$ cat src/hw/rtl/burh_pkg.sv
// package for the bounded undo/redo history: sizes, types and operation codes
package burh_pkg;

	localparam int MAX_ENTRIES = 40;
	localparam int ENTRY_WIDTH = 64;
	localparam int CNT_W       = $clog2(MAX_ENTRIES + 1);
	localparam int SLOT_W      = $clog2(MAX_ENTRIES);
	localparam int SUM_W       = CNT_W + 1;

	typedef logic [ENTRY_WIDTH-1:0] entry_t;
	typedef logic [CNT_W-1:0]       cnt_t;
	typedef logic [SLOT_W-1:0]      slot_t;
	typedef logic [SUM_W-1:0]       sum_t;

	typedef enum logic [1:0] {
		KIND_PUSH    = 2'd0,
		KIND_BACK    = 2'd1,
		KIND_FORWARD = 2'd2,
		KIND_CLEAR   = 2'd3
	} kind_t;

endpackage

$ cat src/hw/rtl/bounded_undo_redo_history.sv
// Bounded undo/redo history: an accepted word passes stage one, then the result register.
// Throughput is one word per cycle while no result stalls: the counters update in one pass
// and the ring store has one port, used for the push write or the step read of that word.
// A result register plus a stage-one buffer let input words be taken while a result waits.
// Reset (arst_n low) clears count, position, oldest slot and the valid flags at once;
// the ring store is not cleared and is never read before it is written.
module bounded_undo_redo_history (
	input  logic                            clk,
	input  logic                            arst_n,
	input  logic                            item_valid,
	output logic                            item_ready,
	input  logic [1:0]                      kind,
	input  logic [burh_pkg::ENTRY_WIDTH-1:0] entry_in,
	output logic                            result_valid,
	input  logic                            result_ready,
	output logic                            moved,
	output logic [burh_pkg::ENTRY_WIDTH-1:0] entry_out,
	output logic                            can_go_back,
	output logic                            can_go_forward
);

	// ring slot of logical entry idx, counted from the oldest
	function automatic burh_pkg::slot_t slot_of(burh_pkg::slot_t oldest, burh_pkg::cnt_t idx);
		burh_pkg::sum_t sum;
		sum = burh_pkg::sum_t'(oldest) + burh_pkg::sum_t'(idx);
		if (sum >= burh_pkg::sum_t'(burh_pkg::MAX_ENTRIES))
			sum = sum - burh_pkg::sum_t'(burh_pkg::MAX_ENTRIES);
		return sum[burh_pkg::SLOT_W-1:0];
	endfunction

	localparam burh_pkg::cnt_t CNT_MAX  = burh_pkg::cnt_t'(burh_pkg::MAX_ENTRIES);
	localparam burh_pkg::cnt_t CNT_ONE  = burh_pkg::cnt_t'(1);
	localparam burh_pkg::slot_t SLOT_LAST = burh_pkg::slot_t'(burh_pkg::MAX_ENTRIES - 1);

	// history state
	burh_pkg::slot_t oldest_q;
	burh_pkg::cnt_t  count_q;
	burh_pkg::cnt_t  pos_q;

	// ring store
	burh_pkg::entry_t store_mem [burh_pkg::MAX_ENTRIES];

	// stage one: flags and store read data
	logic             valid_s1;
	logic             moved_s1;
	logic             back_s1;
	logic             fwd_s1;
	burh_pkg::entry_t rdata_s1;

	// result register
	logic             out_valid_q;
	logic             moved_q;
	logic             back_q;
	logic             fwd_q;
	burh_pkg::entry_t entry_q;

	logic             accept;
	logic             s1_move;
	burh_pkg::kind_t  op;
	burh_pkg::cnt_t   base_cnt;
	burh_pkg::cnt_t   pos_lim;
	burh_pkg::cnt_t   idx;
	burh_pkg::slot_t  addr;
	burh_pkg::slot_t  next_oldest;
	burh_pkg::cnt_t   next_count;
	burh_pkg::cnt_t   next_pos;
	logic             do_write;
	logic             do_move;

	// handshake between the stages
	assign s1_move    = valid_s1 && (!out_valid_q || result_ready);
	assign item_ready = !valid_s1 || s1_move;
	assign accept     = item_valid && item_ready;
	assign op         = burh_pkg::kind_t'(kind);

	// truncate to the position, and the position limited to 1..count (0 when empty)
	always_comb begin
		base_cnt = (count_q > pos_q) ? pos_q : count_q;
		pos_lim  = (pos_q < CNT_ONE) ? CNT_ONE : pos_q;
		if (pos_lim > count_q)
			pos_lim = count_q;
	end

	// next state, store access and move flag
	always_comb begin
		next_oldest = oldest_q;
		next_count  = count_q;
		next_pos    = pos_q;
		do_write    = 1'b0;
		do_move     = 1'b0;
		idx         = base_cnt;
		unique case (op)
			burh_pkg::KIND_PUSH: begin
				do_write = 1'b1;
				idx      = base_cnt;
				if (base_cnt == CNT_MAX) begin
					next_oldest = (oldest_q == SLOT_LAST) ? '0 : oldest_q + 1'b1;
					next_count  = CNT_MAX;
				end else begin
					next_count = base_cnt + 1'b1;
				end
				next_pos = (base_cnt == CNT_MAX) ? CNT_MAX : base_cnt + 1'b1;
			end
			burh_pkg::KIND_BACK: begin
				if (count_q != '0) begin
					next_pos = pos_lim;
					if (pos_lim > CNT_ONE) begin
						next_pos = pos_lim - 1'b1;
						do_move  = 1'b1;
					end
				end
				idx = next_pos - 1'b1;
			end
			burh_pkg::KIND_FORWARD: begin
				if (count_q != '0) begin
					next_pos = pos_lim;
					if (pos_lim < count_q) begin
						next_pos = pos_lim + 1'b1;
						do_move  = 1'b1;
					end
				end
				idx = next_pos - 1'b1;
			end
			burh_pkg::KIND_CLEAR: begin
				next_oldest = '0;
				next_count  = '0;
				next_pos    = '0;
			end
			default: begin
				next_oldest = oldest_q;
			end
		endcase
		addr = slot_of(oldest_q, idx);
	end

	// history state registers
	always_ff @(posedge clk or negedge arst_n) begin
		if (!arst_n) begin
			oldest_q <= '0;
			count_q  <= '0;
			pos_q    <= '0;
		end else if (accept) begin
			oldest_q <= next_oldest;
			count_q  <= next_count;
			pos_q    <= next_pos;
		end
	end

	// ring store, one port: push writes, a step reads
	always_ff @(posedge clk) begin
		if (accept && do_write)
			store_mem[addr] <= entry_in;
		if (accept && do_move)
			rdata_s1 <= store_mem[addr];
	end

	// stage one valid
	always_ff @(posedge clk or negedge arst_n) begin
		if (!arst_n) begin
			valid_s1 <= 1'b0;
		end else if (accept) begin
			valid_s1 <= 1'b1;
		end else if (s1_move) begin
			valid_s1 <= 1'b0;
		end
	end

	// stage one flags
	always_ff @(posedge clk) begin
		if (accept) begin
			moved_s1 <= do_move;
			back_s1  <= next_pos > CNT_ONE;
			fwd_s1   <= next_pos < next_count;
		end
	end

	// result valid
	always_ff @(posedge clk or negedge arst_n) begin
		if (!arst_n) begin
			out_valid_q <= 1'b0;
		end else if (s1_move) begin
			out_valid_q <= 1'b1;
		end else if (result_ready) begin
			out_valid_q <= 1'b0;
		end
	end

	// result word
	always_ff @(posedge clk) begin
		if (s1_move) begin
			moved_q <= moved_s1;
			back_q  <= back_s1;
			fwd_q   <= fwd_s1;
			entry_q <= moved_s1 ? rdata_s1 : '0;
		end
	end

	assign result_valid   = out_valid_q;
	assign moved          = moved_q;
	assign entry_out      = entry_q;
	assign can_go_back    = back_q;
	assign can_go_forward = fwd_q;

endmodule

$ cat config.mk
export PLATFORM = sky130hd
export DESIGN_NAME = bounded_undo_redo_history
export DESIGN_NICKNAME = d
export VERILOG_FILES = /design/src/hw/rtl/burh_pkg.sv /design/src/hw/rtl/bounded_undo_redo_history.sv
export SDC_FILE = /design/constraint.sdc
export NUM_CORES = 2
export LEC_CHECK = 0
export BUFFER_PORTS_ARGS = -buffer_cell sky130_fd_sc_hd__buf_4
export CAP_MARGIN = 10
export CELL_PAD_IN_SITES_DETAIL_PLACEMENT = 0
export CELL_PAD_IN_SITES_GLOBAL_PLACEMENT = 2
export CORE_ASPECT_RATIO = 0.9
export CORE_MARGIN = 2
export CORE_UTILIZATION = 44
export DETAILED_ROUTE_END_ITERATION = 16
export GPL_TIMING_DRIVEN = 0
export PLACE_DENSITY = 0.72
export SYNTH_ARGS = -nofsm -noshare
export SYNTH_HDL_FRONTEND = slang
export SYNTH_SLANG_ARGS = --single-unit
$ cat constraint.sdc
create_clock -name clk -period 9.6 [get_ports clk]
set_input_delay 0.48 -clock clk [delete_from_list [all_inputs] [get_ports clk]]
set_output_delay 0.48 -clock clk [all_outputs]
set_load 0.01 [all_outputs]
# Yosys cells after proc, flatten, opt, wreduce, memory -nomap -nowiden
# Memory sizes are Yosys's and may differ from the RTL's. A register that Yosys moved wholly into a read port is not among the register bits.
# Cells that the tools add are included.
# op_classes
multipliers,0
eq_ne,6
addsub,8
n_div,0
reduce_logical,14
muxes,29
bitwise_logic,0
n_shift,0
n_lt_le_gt_ge,8
# op_table
operator,n
2-to-1 mux 6 bit,13
one-hot mux 6 bit (2 select lines),3
one-hot mux 6 bit (4 select lines),1
adder 6 x 1 -> 6 bit (second input constant),3
subtractor 6 x 1 -> 6 bit (second input constant),3
equality test 6 bit (second input constant),2
> comparator 6 x 1 -> 1 bit (second input constant),2
> comparator 6 bit,2
< comparator 6 bit,2
2-to-1 mux 1 bit,11
adder 6 x 6 -> 7 bit,1
greater-or-equal comparator 7 x 6 -> 1 bit (second input constant),1
< comparator 6 x 1 -> 1 bit (second input constant),1
nonzero test 2 bit,3
nonzero test 6 bit,1
subtractor 6 bit (second input constant),1
equality test 2 bit (second input constant),2
logical AND 1 bit,4
AND reduction 3 bit,1
equality test 2 x 1 -> 1 bit (second input constant),1
zero test 1 bit,2
zero test 2 bit,1
logical OR 1 bit,2
inequality test 2 bit (second input constant),1
one-hot mux 1 bit (2 select lines),1
# word_totals
mem_bits_ro,0
elab_cells,78
ram_bits,2560
latch_bits,0
in_bits,70
mem_count,1
register_bits,90
# memory_table
name,words,word_bits,read_ports,rd_clocked_by_memory_dff,write_ports,line_no,rtl
store_mem,40,64,1,1,1,bounded_undo_redo_history.sv:41,burh_pkg::entry_t store_mem [burh_pkg::MAX_ENTRIES];

# Longest topological paths before layout
# depth
depth_word,13
mapped_depth,35
mapped_depth_nobuf,31

# Worst setup path before layout
# OpenSTA, ideal clock, no wires.
# synth_timing
kind,register to register
from,register pos_q[3]
to,memory store_mem[16][0] (netlist name) (enable)
period_less_slack_ns,9.888
stages_incl_launch_ff,32
setup_ns,0.487
t_arrival_ns,9.401
path_slack_ns,-0.288
cell_sequence,dfrtp_1 -> clkbuf_1 -> clkbuf_1 -> ha_1 -> and4_1 -> nand3_2 -> a21boi_4 -> buf_4 -> mux2i_1 -> ha_1 -> and4_1 -> o21ai_0 -> o221ai_2 -> a21oi_2 -> o41ai_1 -> or4b_4 -> inv_1 -> ha_1 -> nand2_1 -> o21a_1 -> inv_1 -> fa_1 -> o21ai_0 -> xor2_1 -> inv_1 -> ha_1 -> o41ai_1 -> a21boi_0 -> mux2i_1 -> clkbuf_1 -> nand2_1 -> nor2_1
# synth_via
elab_chain_cells,13
# synth_rtl
item,line_no,rtl
"start, declared",bounded_undo_redo_history.sv:38,burh_pkg::cnt_t pos_q;
"start signal, assigned",bounded_undo_redo_history.sv:145,pos_q <= next_pos;
< comparator 6 x 1 -> 1 bit,bounded_undo_redo_history.sv:79,pos_lim = (pos_q < CNT_ONE) ? CNT_ONE : pos_q;
2-to-1 mux 6 bit,bounded_undo_redo_history.sv:79,
> comparator 6 bit,bounded_undo_redo_history.sv:80,if (pos_lim > count_q)
2-to-1 mux 6 bit,bounded_undo_redo_history.sv:80,
adder 6 x 1 -> 6 bit (tied with other cells),bounded_undo_redo_history.sv:118,next_pos = pos_lim + 1'b1;
2-to-1 mux 6 bit (on tied branches),"bounded_undo_redo_history.sv:117, bounded_undo_redo_history.sv:107",
2-to-1 mux 6 bit (on tied branches),"bounded_undo_redo_history.sv:115, bounded_undo_redo_history.sv:105",
2-to-1 mux 6 bit,bounded_undo_redo_history.sv:92,unique case (op)
subtractor 6 x 1 -> 6 bit (on tied branches),"bounded_undo_redo_history.sv:122, bounded_undo_redo_history.sv:112",
one-hot mux 6 bit (2 select lines) (*),bounded_undo_redo_history.sv:92,
adder 6 x 6 -> 7 bit (*),bounded_undo_redo_history.sv:25,sum = burh_pkg::sum_t'(oldest) + burh_pkg::sum_t'(idx);
subtractor 6 bit or greater-or-equal comparator 7 x 6 -> 1 bit (tied branches),"bounded_undo_redo_history.sv:27, bounded_undo_redo_history.sv:26",
2-to-1 mux 6 bit (*),bounded_undo_redo_history.sv:26,if (sum >= burh_pkg::sum_t'(burh_pkg::MAX_ENTRIES))
"end, declared",bounded_undo_redo_history.sv:41,
# Every way passes the cells marked *; elsewhere a longest branch is shown, timed or not. The select of a mux whose other input is x is not followed.

# Final worst setup path
# layout_timing
from,register count_q[1]
to,"register rdata_s1[34] (read register of store_mem), data pin"
# layout_via
elab_chain_cells,11
# layout_rtl
item,line_no,rtl
"start, declared",bounded_undo_redo_history.sv:37,burh_pkg::cnt_t count_q;
"start signal, assigned",bounded_undo_redo_history.sv:144,count_q <= next_count;
> comparator 6 bit,bounded_undo_redo_history.sv:80,
2-to-1 mux 6 bit,bounded_undo_redo_history.sv:80,
adder 6 x 1 -> 6 bit (tied with other cells),bounded_undo_redo_history.sv:118,
2-to-1 mux 6 bit (on tied branches),"bounded_undo_redo_history.sv:117, bounded_undo_redo_history.sv:107",
2-to-1 mux 6 bit (on tied branches),"bounded_undo_redo_history.sv:115, bounded_undo_redo_history.sv:105",
2-to-1 mux 6 bit,bounded_undo_redo_history.sv:92,
subtractor 6 x 1 -> 6 bit (on tied branches),"bounded_undo_redo_history.sv:122, bounded_undo_redo_history.sv:112",
one-hot mux 6 bit (2 select lines),bounded_undo_redo_history.sv:92,
adder 6 x 6 -> 7 bit,bounded_undo_redo_history.sv:25,
subtractor 6 bit or greater-or-equal comparator 7 x 6 -> 1 bit (tied branches),"bounded_undo_redo_history.sv:27, bounded_undo_redo_history.sv:26",
2-to-1 mux 6 bit,bounded_undo_redo_history.sv:26,
"end, declared",bounded_undo_redo_history.sv:48,burh_pkg::entry_t rdata_s1;
# Several ways; a longest one is shown, not always the timed one. The select of a mux whose other input is x is not followed.
# A chain may end at the register's enable or synchronous reset.

==> summary.txt <==
Global route
  – Initial antenna violation count: 51
  – Grt total ovfl: 0
  – Largest net degree at the start of global routing: 43
  – Vias in the first global route: 56300
  – Global-route wire length before repair: 498000 µm
  – GRT Total Usage: 0.323

Worst setup path
  – RR Startpoint: count_q[1]
  – Critical Path End Type: flip-flop
  – Stages on worst setup path: 27
  – Crit-path max FO: 10
  – Reg-to-Reg End: rdata_s1[34]
  – Crit path buf inv count: 5
  – Crit path required time: 10.17 ns
  – CP top delay family: compound AO/OA/AOI/OAI gates
  – Worst reg-to-reg path cell count: 27
  – Crit path largest cell delay: 1.17 ns
  – Startpoint Class: flip-flop
  – Crit path DAT: 10.19 ns
  – CP max-delay cell: o211ai_1
  – Register-to-register setup slack: -0.01 ns
  – Crit Path Class: reg -> reg

Clock network
  – Clk Latency, worst-skew pair: 0.96 ns
  – Clock Path Buffers: 4
  – TritonCTS buffer count: 290
  – Clock sink total: 2714
  – CTS tree: done
  – Reg clk slew, reported paths: 0.06 ns
  – CTS Root Cell: clkbuf_16
  – # H-tree levels: 5

STA
  – Max Freq: 104 MHz
  – Tightest Pin Transition: 1.44 ns
  – Final Hold Violating Endpoints: 0
  – Final worst setup slack: -0.0145 ns
  – Final min period: 9.61 ns
  – Skew final: 0.0627 ns
  – Max-slew headroom: 0.0397
  – Max Slew Vio Count: 0
  – Final setup viols: 1
  – Part of the cycle the worst path needs: 1.00

Floorplanning
  – DIE AREA: 230000 µm²
  – Initial Utilization: 0.443
  – # rows: 165
  – Die Width: 505 µm
  – Ports: 139
  – Chip Height: 455 µm
  – Core area: 225000 µm²

Finish
  – Synth-to-layout area growth: 17.8%
  – Final core occ: 0.521
  – Layout Cells excl Fill: 9300
  – Final #Nets: 6193
  – Fraction of layout cells with a size suffix above 1: 0.146

Detailed routing
  – Residual DRC: 0
  – Antenna viol nets, final: 0
  – Routed WL per cell: 40.6 µm
  – Via Count: 61300
  – Drt first pass iters: 6
  – 1st-iter DRT viols: 11500
  – Routed WL: 378000 µm
  – Vias/cell: 6.60

Yosys
  – Yosys warns: 0
  – Flops & latches, synth: 2714
  – EDFF count, synth: 2694
  – Cell variety after synth: 75
  – Share of the synthesized area in the top cell type: 0.813
  – Mapped cell area: 99500 µm²
  – Register area share after synthesis: 0.818
  – Synth top cells by count: 2694 x edfxtp_1, 1024 x a22oi_1, 341 x clkbuf_1
  – Post-Syn Nets: 5559
  – Synth area leader: edfxtp_1
  – Top-count cell post-synth: edfxtp_1
  – Ys async rst share: 0.00737
  – Synth Flop Type: edfxtp_1
  – Synth Area per Inst: 18.3 µm²
  – Mapped Cells: 5446
  – Synth area leaders: edfxtp_1 81%, a22oi_1 7.7%, nand4_1 2.0%

Run status
  – Violated checks: setup timing
  – Status: complete, but fails checks

Run
  – Max_cap viols: 0

Place
  – RD Place Congestion: 0.929
  – DP HPWL: 248000 µm
  – Port bufs: 138
  – Dpl ws: -2.87 ns
  – DP Cell Count: 8714

Worst hold path
  – Hold_sp: entry_in[55]
  – Hold depth: 1
  – Hold EP: store_mem[10][55]
  – Worst min-delay path class: in -> reg
-- cell families after synthesis --
kind of cell	count (synthesis)	synth area share
DFF	2714	0.818
AOI/OAI and AO/OA	1537	0.118
and+or+nand+nor	719	0.0394
buffers and inverters	392	0.0151
adders and majority gates	43	0.00548
muxes	21	0.00216
xor gates and xnor gates	20	0.00176
-- per-stage QoR --
step	setup TNS, ns	hold slack (ns)	area (µm²)
2_1_floorplan	-501.70	0.184	99500
3_3_place_gp	-	0.409	104000
3_5_place_dp	-4699.93	0.412	107000
4_1_cts	-0.0258	0.00909	117000
5_1_grt	-0.109	0.0334	117000
6_report	-0.0145	0.0496	117000
-- what timing repair did --
item                                    CTS  global route
gates cloned                             10             0
setup endpoints to repair              2624          2006
hold buffers                              9             0
endpoints found under the hold margin    39             0
setup buffers                            43            11
gates resized for setup                 159            49
pin swaps                                49            21
-- cells in the final DEF, fill, tap and decap left out, types with 12 or more instances in the layout --
cell,netlist,final
buf_16,0,25
nand3_1,75,64
buf_4,1,188
clkbuf_1,341,289
clkbuf_4,0,27
a22o_1,129,129
bufinv_16,0,15
edfxtp_1,2694,2694
ha_1,42,41
mux2i_1,17,14
clkinv_1,2,76
nor3_1,14,13
clkbuf_2,0,68
nor2_2,0,12
nand4_1,326,326
clkinv_2,0,37
nand2_1,119,110
dfrtp_1,20,19
diode_2,0,13
inv_1,31,30
nand3_2,2,12
nor2_1,80,34
buf_8,0,16
o21ai_0,33,32
buf_6,2,12
clkbuf_16,0,297
o211ai_1,132,132
and2_1,71,69
a22oi_1,1024,1024
a21oi_1,26,25
a221oi_1,129,129
nor2_4,0,44
buf_12,0,89
-- worst reg2reg max path, stage by stage, from the launching register on --
cell,delay [ns]
dfrtp_1,0.59
inv_1,0.25
ha_1,0.39
nor2b_1,0.16
o21a_1,0.26
o21ai_2,0.49
mux2i_1,0.23
ha_1,0.37
and4_1,0.24
o21ai_0,0.12
o221ai_2,0.44
a21oi_4,0.08
mux2_1,0.22
or4b_4,0.51
inv_1,0.08
ha_1,0.23
nand2_1,0.07
o21a_1,0.19
inv_1,0.07
fa_2,0.44
xnor2_4,0.36
nor2_2,0.19
clkbuf_1,0.53
clkbuf_4,0.57
a22oi_1,0.28
nand4_1,0.42
o211ai_1,1.18
nand3_2,0.31
-- flip-flops by register name, indices dropped and copies added (netlist names) --
register	count
store_mem	2560
entry_out	64
rdata_s1	64
count_q	6
oldest_q	6
pos_q	6
back_s1	1
can_go_back	1
can_go_forward	1
fwd_s1	1
moved	1
moved_s1	1
result_valid	1
valid_s1	1
-- per-layer routing --
| layer | GRT usage | routed length, µm | vias up |
|---|---|---|---|
| met5 | 0 | 70 | - |
| met4 | 0.157 | 22000 | 10 |
| met3 | 0.0995 | 50200 | 765 |
| met2 | 0.475 | 164000 | 4526 |
| met1 | 0.438 | 142000 | 31700 |
| li1 | - | - | 24300 |
-- worst max path at each step --
stage	startpoint	end
finish	count_q[1]	rdata_s1[34]
global route	count_q[1]	rdata_s1[12]
CTS	pos_q[2]	rdata_s1[30]
detailed placement	pos_q[2]	store_mem[37][26]
global placement	pos_q[2]	store_mem[33][21]
floorplan	pos_q[3]	store_mem[16][0]
-- final cells by class --
| class | count | area, µm² |
|---|---|---|
| clock buffers | 350 | 7630 |
| well taps | 3006 | 3760 |
| clock inverters | 143 | 1050 |
| inverters | 34 | 134 |
| repair buffers | 335 | 4300 |
| diodes | 13 | 32.5 |
| fillers | 18000 | 108000 |
| plain buffers | 355 | 1590 |
| multi-input cells | 2350 | 17300 |
| flip-flops and latches | 2714 | 81400 |
Power is not shown: default switching activity piles up to over one toggle a cycle in this logic, so the estimate is an artifact.
